[config.mk]
export PLATFORM = sky130hd
export DESIGN_NAME = mouse_cursor_tracker_top
export DESIGN_NICKNAME = d
export VERILOG_FILES = /design/src/rtl/core/mct_pkg.sv /design/src/rtl/core/mct_update.sv /design/src/rtl/core/mouse_cursor_tracker_top.sv
export SDC_FILE = /design/constraint.sdc
export NUM_CORES = 1
export LEC_CHECK = 0
export BUFFER_PORTS_ARGS = -buffer_cell sky130_fd_sc_hd__clkbuf_2
export CELL_PAD_IN_SITES_DETAIL_PLACEMENT = 0
export CELL_PAD_IN_SITES_GLOBAL_PLACEMENT = 1
export CORE_MARGIN = 1
export CORE_UTILIZATION = 35
export CTS_CLUSTER_SIZE = 16
export DETAILED_ROUTE_END_ITERATION = 7
export PLACE_DENSITY = 0.67
export SLEW_MARGIN = 20
export SYNTH_ARGS = -nofsm -noshare
export SYNTH_HDL_FRONTEND = slang
export SYNTH_SLANG_ARGS = --single-unit
[constraint.sdc]
create_clock -name clk -period 2.6 [get_ports clk]
set_input_delay 0.13 -clock clk [delete_from_list [all_inputs] [get_ports clk]]
set_output_delay 0.13 -clock clk [all_outputs]
set_load 0.05 [all_outputs]
[src/rtl/core/mct_pkg.sv]
`timescale 1ns / 1ps

package mct_pkg;

    localparam int SCREEN_WIDTH  = 640;
    localparam int SCREEN_HEIGHT = 480;

    // output field widths are fixed
    localparam int CUR_X_W = 10;
    localparam int CUR_Y_W = 9;
    localparam int DELTA_W = 8;

    // internal coordinate widths follow the screen size
    localparam int POS_X_W = $clog2(SCREEN_WIDTH);
    localparam int POS_Y_W = $clog2(SCREEN_HEIGHT);

    // room for the sign and the carry of a coordinate plus a motion byte
    localparam int SUM_X_W = ((POS_X_W > DELTA_W) ? POS_X_W : DELTA_W) + 2;
    localparam int SUM_Y_W = ((POS_Y_W > DELTA_W) ? POS_Y_W : DELTA_W) + 2;

    localparam logic [POS_X_W-1:0] X_RESET = POS_X_W'(SCREEN_WIDTH / 2);
    localparam logic [POS_Y_W-1:0] Y_RESET = POS_Y_W'(SCREEN_HEIGHT / 2);
    localparam logic [POS_X_W-1:0] X_MAX   = POS_X_W'(SCREEN_WIDTH - 1);
    localparam logic [POS_Y_W-1:0] Y_MAX   = POS_Y_W'(SCREEN_HEIGHT - 1);

    typedef struct packed {
        logic               toggle;
        logic [1:0]         buttons;   // bit 0 left, bit 1 right
        logic [DELTA_W-1:0] dx;
        logic [DELTA_W-1:0] dy;
    } mct_poll_t;

    typedef struct packed {
        logic               last_toggle;
        logic               toggle_seen;
        logic               ready;
        logic [1:0]         buttons;
        logic [1:0]         prior;
        logic [POS_X_W-1:0] pos_x;
        logic [POS_Y_W-1:0] pos_y;
    } mct_state_t;

endpackage

[src/rtl/core/mct_update.sv]
`timescale 1ns / 1ps

module mct_update
(
    input  mct_pkg::mct_poll_t  poll,
    input  mct_pkg::mct_state_t cur,
    output mct_pkg::mct_state_t nxt,
    output logic                fresh
);
    import mct_pkg::*;

    logic signed [SUM_X_W-1:0] sum_x;
    logic signed [SUM_Y_W-1:0] sum_y;
    logic [POS_X_W-1:0]        clamp_x;
    logic [POS_Y_W-1:0]        clamp_y;

    assign sum_x = $signed({{(SUM_X_W-POS_X_W){1'b0}}, cur.pos_x})
                 + $signed({{(SUM_X_W-DELTA_W){poll.dx[DELTA_W-1]}}, poll.dx});
    assign sum_y = $signed({{(SUM_Y_W-POS_Y_W){1'b0}}, cur.pos_y})
                 - $signed({{(SUM_Y_W-DELTA_W){poll.dy[DELTA_W-1]}}, poll.dy});

    always_comb
    begin
        if (sum_x[SUM_X_W-1])
        begin
            clamp_x = '0;
        end
        else if (sum_x > $signed(SUM_X_W'(X_MAX)))
        begin
            clamp_x = X_MAX;
        end
        else
        begin
            clamp_x = POS_X_W'(sum_x);
        end

        if (sum_y[SUM_Y_W-1])
        begin
            clamp_y = '0;
        end
        else if (sum_y > $signed(SUM_Y_W'(Y_MAX)))
        begin
            clamp_y = Y_MAX;
        end
        else
        begin
            clamp_y = POS_Y_W'(sum_y);
        end
    end

    always_comb
    begin
        nxt       = cur;
        fresh     = 1'b0;
        nxt.prior = cur.buttons;
        if (!cur.toggle_seen)
        begin
            nxt.last_toggle = poll.toggle;
            nxt.toggle_seen = 1'b1;
        end
        else if (poll.toggle != cur.last_toggle)
        begin
            nxt.last_toggle = poll.toggle;
            fresh           = 1'b1;
            nxt.buttons     = poll.buttons;
            if (!cur.ready)
            begin
                // first packet loads buttons only, no press and no motion
                nxt.ready = 1'b1;
                nxt.prior = poll.buttons;
            end
            else
            begin
                nxt.pos_x = clamp_x;
                nxt.pos_y = clamp_y;
            end
        end
    end

endmodule

[src/rtl/core/mouse_cursor_tracker_top.sv]
`timescale 1ns / 1ps
// channel  direction  handshake             word
// in       input      in_valid / in_stall   packet_toggle, left_button, right_button,
//                                           delta_x, delta_y
// out      output     out_valid / out_stall cursor_x, cursor_y, left_down, right_down,
//                                           left_pressed, right_pressed, new_packet,
//                                           tracker_ready
//
// one word per clock while out_stall is low; a taken poll reaches the output through
// the input register, then the result register after the add and clamp
// tracker state moves only when a word goes from the input register to the result register
// in_stall rises only while both registers are full and out_stall is high
// rst_n clears the pipeline valids and sets the cursor to mid screen

module mouse_cursor_tracker_top
(
    input  logic                        clk,
    input  logic                        rst_n,
    input  logic                        in_valid,
    output logic                        in_stall,
    input  logic                        packet_toggle,
    input  logic                        left_button,
    input  logic                        right_button,
    input  logic [mct_pkg::DELTA_W-1:0] delta_x,
    input  logic [mct_pkg::DELTA_W-1:0] delta_y,
    output logic                        out_valid,
    input  logic                        out_stall,
    output logic [mct_pkg::CUR_X_W-1:0] cursor_x,
    output logic [mct_pkg::CUR_Y_W-1:0] cursor_y,
    output logic                        left_down,
    output logic                        right_down,
    output logic                        left_pressed,
    output logic                        right_pressed,
    output logic                        new_packet,
    output logic                        tracker_ready
);
    import mct_pkg::*;

    logic       in_valid_reg;
    mct_poll_t  poll_reg;
    mct_state_t state_reg;
    mct_state_t state_next;
    logic       fresh;
    logic       out_valid_reg;
    logic       advance;
    logic       take_in;

    logic [CUR_X_W-1:0] cursor_x_reg;
    logic [CUR_Y_W-1:0] cursor_y_reg;
    logic [1:0]         down_reg;
    logic [1:0]         pressed_reg;
    logic               new_packet_reg;
    logic               ready_reg;

    assign advance  = in_valid_reg && (!out_valid_reg || !out_stall);
    assign in_stall = in_valid_reg && !advance;
    assign take_in  = in_valid && !in_stall;

    mct_update u_update
    (
        .poll  (poll_reg),
        .cur   (state_reg),
        .nxt   (state_next),
        .fresh (fresh)
    );

    always_ff @(posedge clk or negedge rst_n)
    begin
        if (!rst_n)
        begin
            in_valid_reg  <= 1'b0;
            out_valid_reg <= 1'b0;
            state_reg     <= '{last_toggle: 1'b0, toggle_seen: 1'b0, ready: 1'b0,
                               buttons: 2'b00, prior: 2'b00,
                               pos_x: X_RESET, pos_y: Y_RESET};
        end
        else
        begin
            if (take_in)
            begin
                in_valid_reg <= 1'b1;
            end
            else if (advance)
            begin
                in_valid_reg <= 1'b0;
            end

            if (advance)
            begin
                out_valid_reg <= 1'b1;
                state_reg     <= state_next;
            end
            else if (!out_stall)
            begin
                out_valid_reg <= 1'b0;
            end
        end
    end

    always_ff @(posedge clk)
    begin
        if (take_in)
        begin
            poll_reg <= '{toggle: packet_toggle, buttons: {right_button, left_button},
                          dx: delta_x, dy: delta_y};
        end
        if (advance)
        begin
            cursor_x_reg   <= CUR_X_W'(state_next.pos_x);
            cursor_y_reg   <= CUR_Y_W'(state_next.pos_y);
            down_reg       <= state_next.buttons;
            pressed_reg    <= state_next.buttons & ~state_next.prior;
            new_packet_reg <= fresh;
            ready_reg      <= state_next.ready;
        end
    end

    assign out_valid     = out_valid_reg;
    assign cursor_x      = cursor_x_reg;
    assign cursor_y      = cursor_y_reg;
    assign left_down     = down_reg[0];
    assign right_down    = down_reg[1];
    assign left_pressed  = pressed_reg[0];
    assign right_pressed = pressed_reg[1];
    assign new_packet    = new_packet_reg;
    assign tracker_ready = ready_reg;

endmodule

# --- Word level (Yosys, flattened, before mapping) ---
# Cells that the tools add are included.
word_totals:
  regBits: 70
  inputBits: 23
  output_inout_bits: 27
  wordCells: 52
op_classes:
  add_sub_neg: 2
  order_cmp: 2
  n_eq_ne: 3
  muxes: 15
  bitwise: 2
  reduce_logical: 10
op_table:
  columns: ["cell", "n"]
  rows:
  - ["24-bit 2-to-1 mux", 2]
  - ["10-bit 2-to-1 mux", 2]
  - ["19-bit 2-to-1 mux", 1]
  - ["9-bit 2-to-1 mux", 2]
  - ["11-bit by 8-bit adder with 12-bit output", 1]
  - ["12-bit by 11-bit > comparator with 1-bit output, second input constant", 1]
  - ["11-bit by 10-bit > comparator with 1-bit output, second input constant", 1]
  - ["10-bit by 8-bit subtractor with 11-bit output", 1]
  - ["1-bit 2-to-1 mux", 7]
  - ["1-bit logical NOT", 4]
  - ["2-bit by 1-bit inequality test with 1-bit output, second input constant", 2]
  - ["1-bit logical AND", 3]
  - ["2-bit bitwise AND", 1]
  - ["2-bit 2-to-1 mux", 1]
  - ["2-bit inverter", 1]
  - ["2-bit AND reduction", 1]
  - ["2-bit nonzero test", 1]
  - ["1-bit logical OR", 1]
  - ["1-bit inequality test", 1]

# --- Depth between registers and ports, before layout ---
depth:
  word_depth: 9
  mapped_depth: 10
  ltp_nobuf: 9

# --- By module ---
# A second synthesis with hierarchy kept.
hier_totals:
  cells_unflattened: 327
  hier_area_um2: 3953.8
by_module_without_submodules:
  columns: ["module", "instances", "cells_per_inst", "area_each_um2"]
  rows:
  - ["mouse_cursor_tracker_top", 1, 109, 2498.6]
  - ["mct_update", 1, 218, 1455.1]

# --- Least setup slack after synthesis ---
# No wires, ideal clock.
synth_timing:
  kind: "flip-flop to flip-flop"
  from: "reg out_valid_reg, in the netlist out_valid"
  to: "reg state_reg[15] in the netlist's numbering"
  setup_time_ns: 0.094
  arrival_ns: 2.619
  slack_ns: -0.113
  path_stages_with_launch: 9
  n_path_buf: 3
  path_cell_list: "dfrtp_1 -> nand2_1 -> and2_1 -> clkbuf_1 -> and3_1 -> clkbuf_1 -> buf_2 -> nor2_1 -> a311oi_1"
synth_between:
  elab_chain_cells: 3
synth_lines:
  columns: ["element", "line", "text"]
  rows:
  - ["from (decl)", "mouse_cursor_tracker_top.sv:44", "logic out_valid_reg;"]
  - ["from (signal assigned)", "mouse_cursor_tracker_top.sv:72", "out_valid_reg <= 1'b0;"]
  - ["from (signal assigned)", "mouse_cursor_tracker_top.sv:90", "out_valid_reg <= 1'b1;"]
  - ["from (signal assigned)", "mouse_cursor_tracker_top.sv:95", "out_valid_reg <= 1'b0;"]
  - ["1-bit logical NOT", "mouse_cursor_tracker_top.sv:55", "assign advance = in_valid_reg && (!out_valid_reg || !out_stall);"]
  - ["1-bit logical OR", "mouse_cursor_tracker_top.sv:55", null]
  - ["1-bit logical AND", "mouse_cursor_tracker_top.sv:55", null]
  - ["named net advance", "mouse_cursor_tracker_top.sv:45", "logic advance;"]
  - ["to (signal assigned)", "mouse_cursor_tracker_top.sv:73", "state_reg <= '{last_toggle: 1'b0, toggle_seen: 1'b0, ready: 1'b0,"]
  - ["to (signal assigned)", "mouse_cursor_tracker_top.sv:91", "state_reg <= state_next;"]
  - ["to (decl)", "mouse_cursor_tracker_top.sv:41", "mct_state_t state_reg;"]
# The timed path passes the listed nets, and every way through them passes these cells.
# A chain may end at the register's enable or synchronous reset.

==> run metrics <==
gr usage total 17.5%; largest net degree at the start of global routing 27; Non-Filler Instances 605; final setup skew 0.00688 ns; register area share after synthesis 48.7%; Detailed Routing Iterations Pass 1 5; Post-synth EDFFs 44; Placeable Area 11100 µm²; CTS H-tree depth 3; global-route wire length before repair 15.7 mm; startpoint of the worst hold path out_stall; Worst EP arrival 2.59 ns; Critical R2R Launch state_reg[15]; uppermost layer routed met4; number of global-route vias before repair 3111; WS Path Type flip-flop to flip-flop; max cap viols 0; Slew Limit Headroom 53.6%; register bit total from synthesis 70; met3 routed wirelength 492 µm; dpl cells 564; ratio of cells with drive above 1 in the final layout 32.3%; post-layout util 47.8%; number of remaining DRC errors 0; Clk pwr share 17.6%; initial antenna violation count 0; Detail Route Antenna Nets 0; CTS max path bufs 2; crit-path cells ha_4 > a211oi_4 > o211ai_4 > a41oi_2 > a21oi_2 > or3_4 > a32o_1; DR WL/cell 16.5 µm; Max IR drop VDD 0.000552 V; DP HPWL 6.84 mm; Reg power frac 27.2%; total CTS buffers 9; CP max stage cell dfstp_2; CP Capture Type flip-flop; CTS tree yes; sw power 2.73 mW; Slew @ Worst Pin 0.696 ns; outcome finished clean; clock sink count 70; fmax 398 MHz; placed cell area 4570 µm²; Netlist cell types 68; Avg Cell Area, Syn 11.1 µm²; Mapped Area 4070 µm²; final instance area 5300 µm²; Reg area 1980 µm²; WL final 10.0 mm; Max Slew Vio Count 0; Antenna Cells 0; Largest register FFs 24; Hold Crit Class primary input to flip-flop; FILL cells 1033; via/cell ratio 5.33; Die H 110 µm; setup violators final 0; CP peak stage delay 0.56 ns; Synth Flop Type edfxtp_1; port buffer count 49; CP Max Fanout 5; WL met2 4.65 mm; clock latency on the worst-skew pair 0.33 ns; CP startpoint state_reg[15]; grt ovf 0; clk slew on worst S/H paths 0.05 ns; FP Rows 38; Final Hold Fails 0; worst slack at placement -0.00177 ns; I/O Pins 50; P&R area growth vs syn 30.2%; LEAKAGE 2.15 nW; cell area power density 1210 nW/µm²; Tcrit/Tclk final 96.7%; setup slack after layout 0.0852 ns; clock tree root buffer cell clkbuf_16; Vias 3225; Comb pwr share 55.2%; Starting Density 36.7%; Internal 3.68 mW; Ys Warns 0; switching portion of total power 42.6%; Layout Nets 506; Crit path required time 2.68 ns; Worst setup SP type flip-flop; asr flop ratio synth 37.1%; Die ar. 12100 µm²; area taken by multi-input logic gates 2130 µm²; GP Congestion 0.808; M1 WL 4.83 mm; DR iter-0 viols 215; Net Count, Synth 411; post-layout min period 2.51 ns; Syn Inst Count 365; Die Wd 110 µm
## per-layer routing
metal / vias to the layer above / global-route usage, %
met4: 0 / 3.62
met5: - / 0
li1: 1586 / -
met1: 1554 / 23.6
met2: 81 / 27.3
met3: 4 / 5.81
## kinds of logic after synthesis
logic type	after synthesis	share of synthesized area, %
AOI/OAI and AO/OA	105	20.2
xor gates and xnor gates	12	2.77
adders and majority gates	23	7.45
buffers and inverters	36	4.25
DFF	70	48.7
muxes	7	1.94
and+or+nand+nor	112	14.7
## final timing paths
check | endpoint | slack, ns | cells past startpoint
setup / recovery | cursor_x[8] | 0.09 | 7
max in group asynchronous | state_reg[14] | 1.75 | 2
setup reg to reg | cursor_x[8] | 0.09 | 7
hold / removal | out_valid | 0.05 | 3
hold reg to reg | state_reg[24] | 0.47 | 1
min in group asynchronous | state_reg[8] | 0.39 | 2
## power groups by stage
stage	clock network (mW)	registers (mW)	logic, mW
after global routing	1.22	1.78	3.87
after detailed placement	0	1.76	3.05
after global placement	0	1.76	3.03
after floorplan	0	2.07	1.95
after CTS	1.16	1.74	3.13
final	1.13	1.75	3.54
## area by class of cell
type,count,share of cell area [%]
clock buffer,12,4.84
clock inverter,4,0.402
inverter,23,1.63
multi-input combinational,260,40.1
sequential,70,37.4
tap,140,3.31
timing repair buffer,96,12.3
## worst max-delay path: cells and delay by family (launching register included)
family	cells	cell delay [ns]
AO/OA/AOI/OAI	5	1.07
adder cells (fa/ha/maj)	1	0.23
flip-flops	1	0.56
AND/OR/NAND/NOR	1	0.40
## synthesized netlist by cell type, drive strengths merged, types with 3 or more instances
cell type   n  area share (%)
o22ai       4            0.62
buf         7             1.4
edfxtp     44              32
nand2      27             2.5
a211oi      8             2.0
a21oi      16             2.0
o211ai      6             1.2
a311oi     17             3.7
a22o        4            0.86
mux2        7             1.9
o2111a      3            0.83
dfstp       6             3.9
xnor2       6             1.3
dfrtp      20              12
clkbuf      5            0.46
and2        5            0.77
a32o        6             1.5
nor2       34             3.3
o21a        5             1.1
nor2b       5            0.95
ha         21             6.5
nand3       9             1.1
o21ai      15             1.8
nand2b      7             1.1
nor3b       4            0.74
nor3        4            0.49
and3        3            0.46
inv        23             2.1
xor2        6             1.5
a21o        4            0.74
## through the flow
| stage | total power, mW | setup TNS (ns) | hold WS [ns] |
|---|---|---|---|
| 2_1_floorplan | 4.02 | 0 | -0.166 |
| 3_3_place_gp | 4.78 | 0 | 0.213 |
| 3_5_place_dp | 4.80 | -0.00177 | 0.215 |
| 4_1_cts | 6.04 | -0.00486 | 0.0434 |
| 5_1_grt | 6.87 | -0.0933 | 0.0621 |
| 6_report | 6.42 | 0 | 0.0537 |
## timing repair
action | CTS | global route
endpoints found under the setup margin | 3 | 29
hold endpoints to repair | 40 | 0
hold buffers | 21 | 0
cloned | 0 | 1
buffers inserted | 0 | 3
resized for setup | 3 | 33
pin swaps | 0 | 9
## cell usage in the layout (no fill, tap or decap), types with 6 or more instances in the layout
| master | netlist | routed |
|---|---|---|
| clkbuf_2 | 0 | 49 |
| edfxtp_1 | 44 | 44 |
| nor2_1 | 32 | 32 |
| nand2_1 | 27 | 27 |
| buf_4 | 2 | 26 |
| inv_1 | 23 | 23 |
| dlygate4sd3_1 | 0 | 21 |
| dfrtp_1 | 20 | 20 |
| ha_1 | 21 | 16 |
| o21ai_0 | 14 | 14 |
| a21oi_1 | 16 | 12 |
| nand3_1 | 9 | 9 |
| a311oi_2 | 0 | 9 |
| clkbuf_16 | 0 | 9 |
| a311oi_1 | 17 | 8 |
| mux2_2 | 7 | 7 |
| xnor2_1 | 6 | 6 |
| a32o_1 | 6 | 6 |
| nand2b_1 | 7 | 6 |
| dfstp_2 | 6 | 6 |
Power figures use the tool's default switching activity.
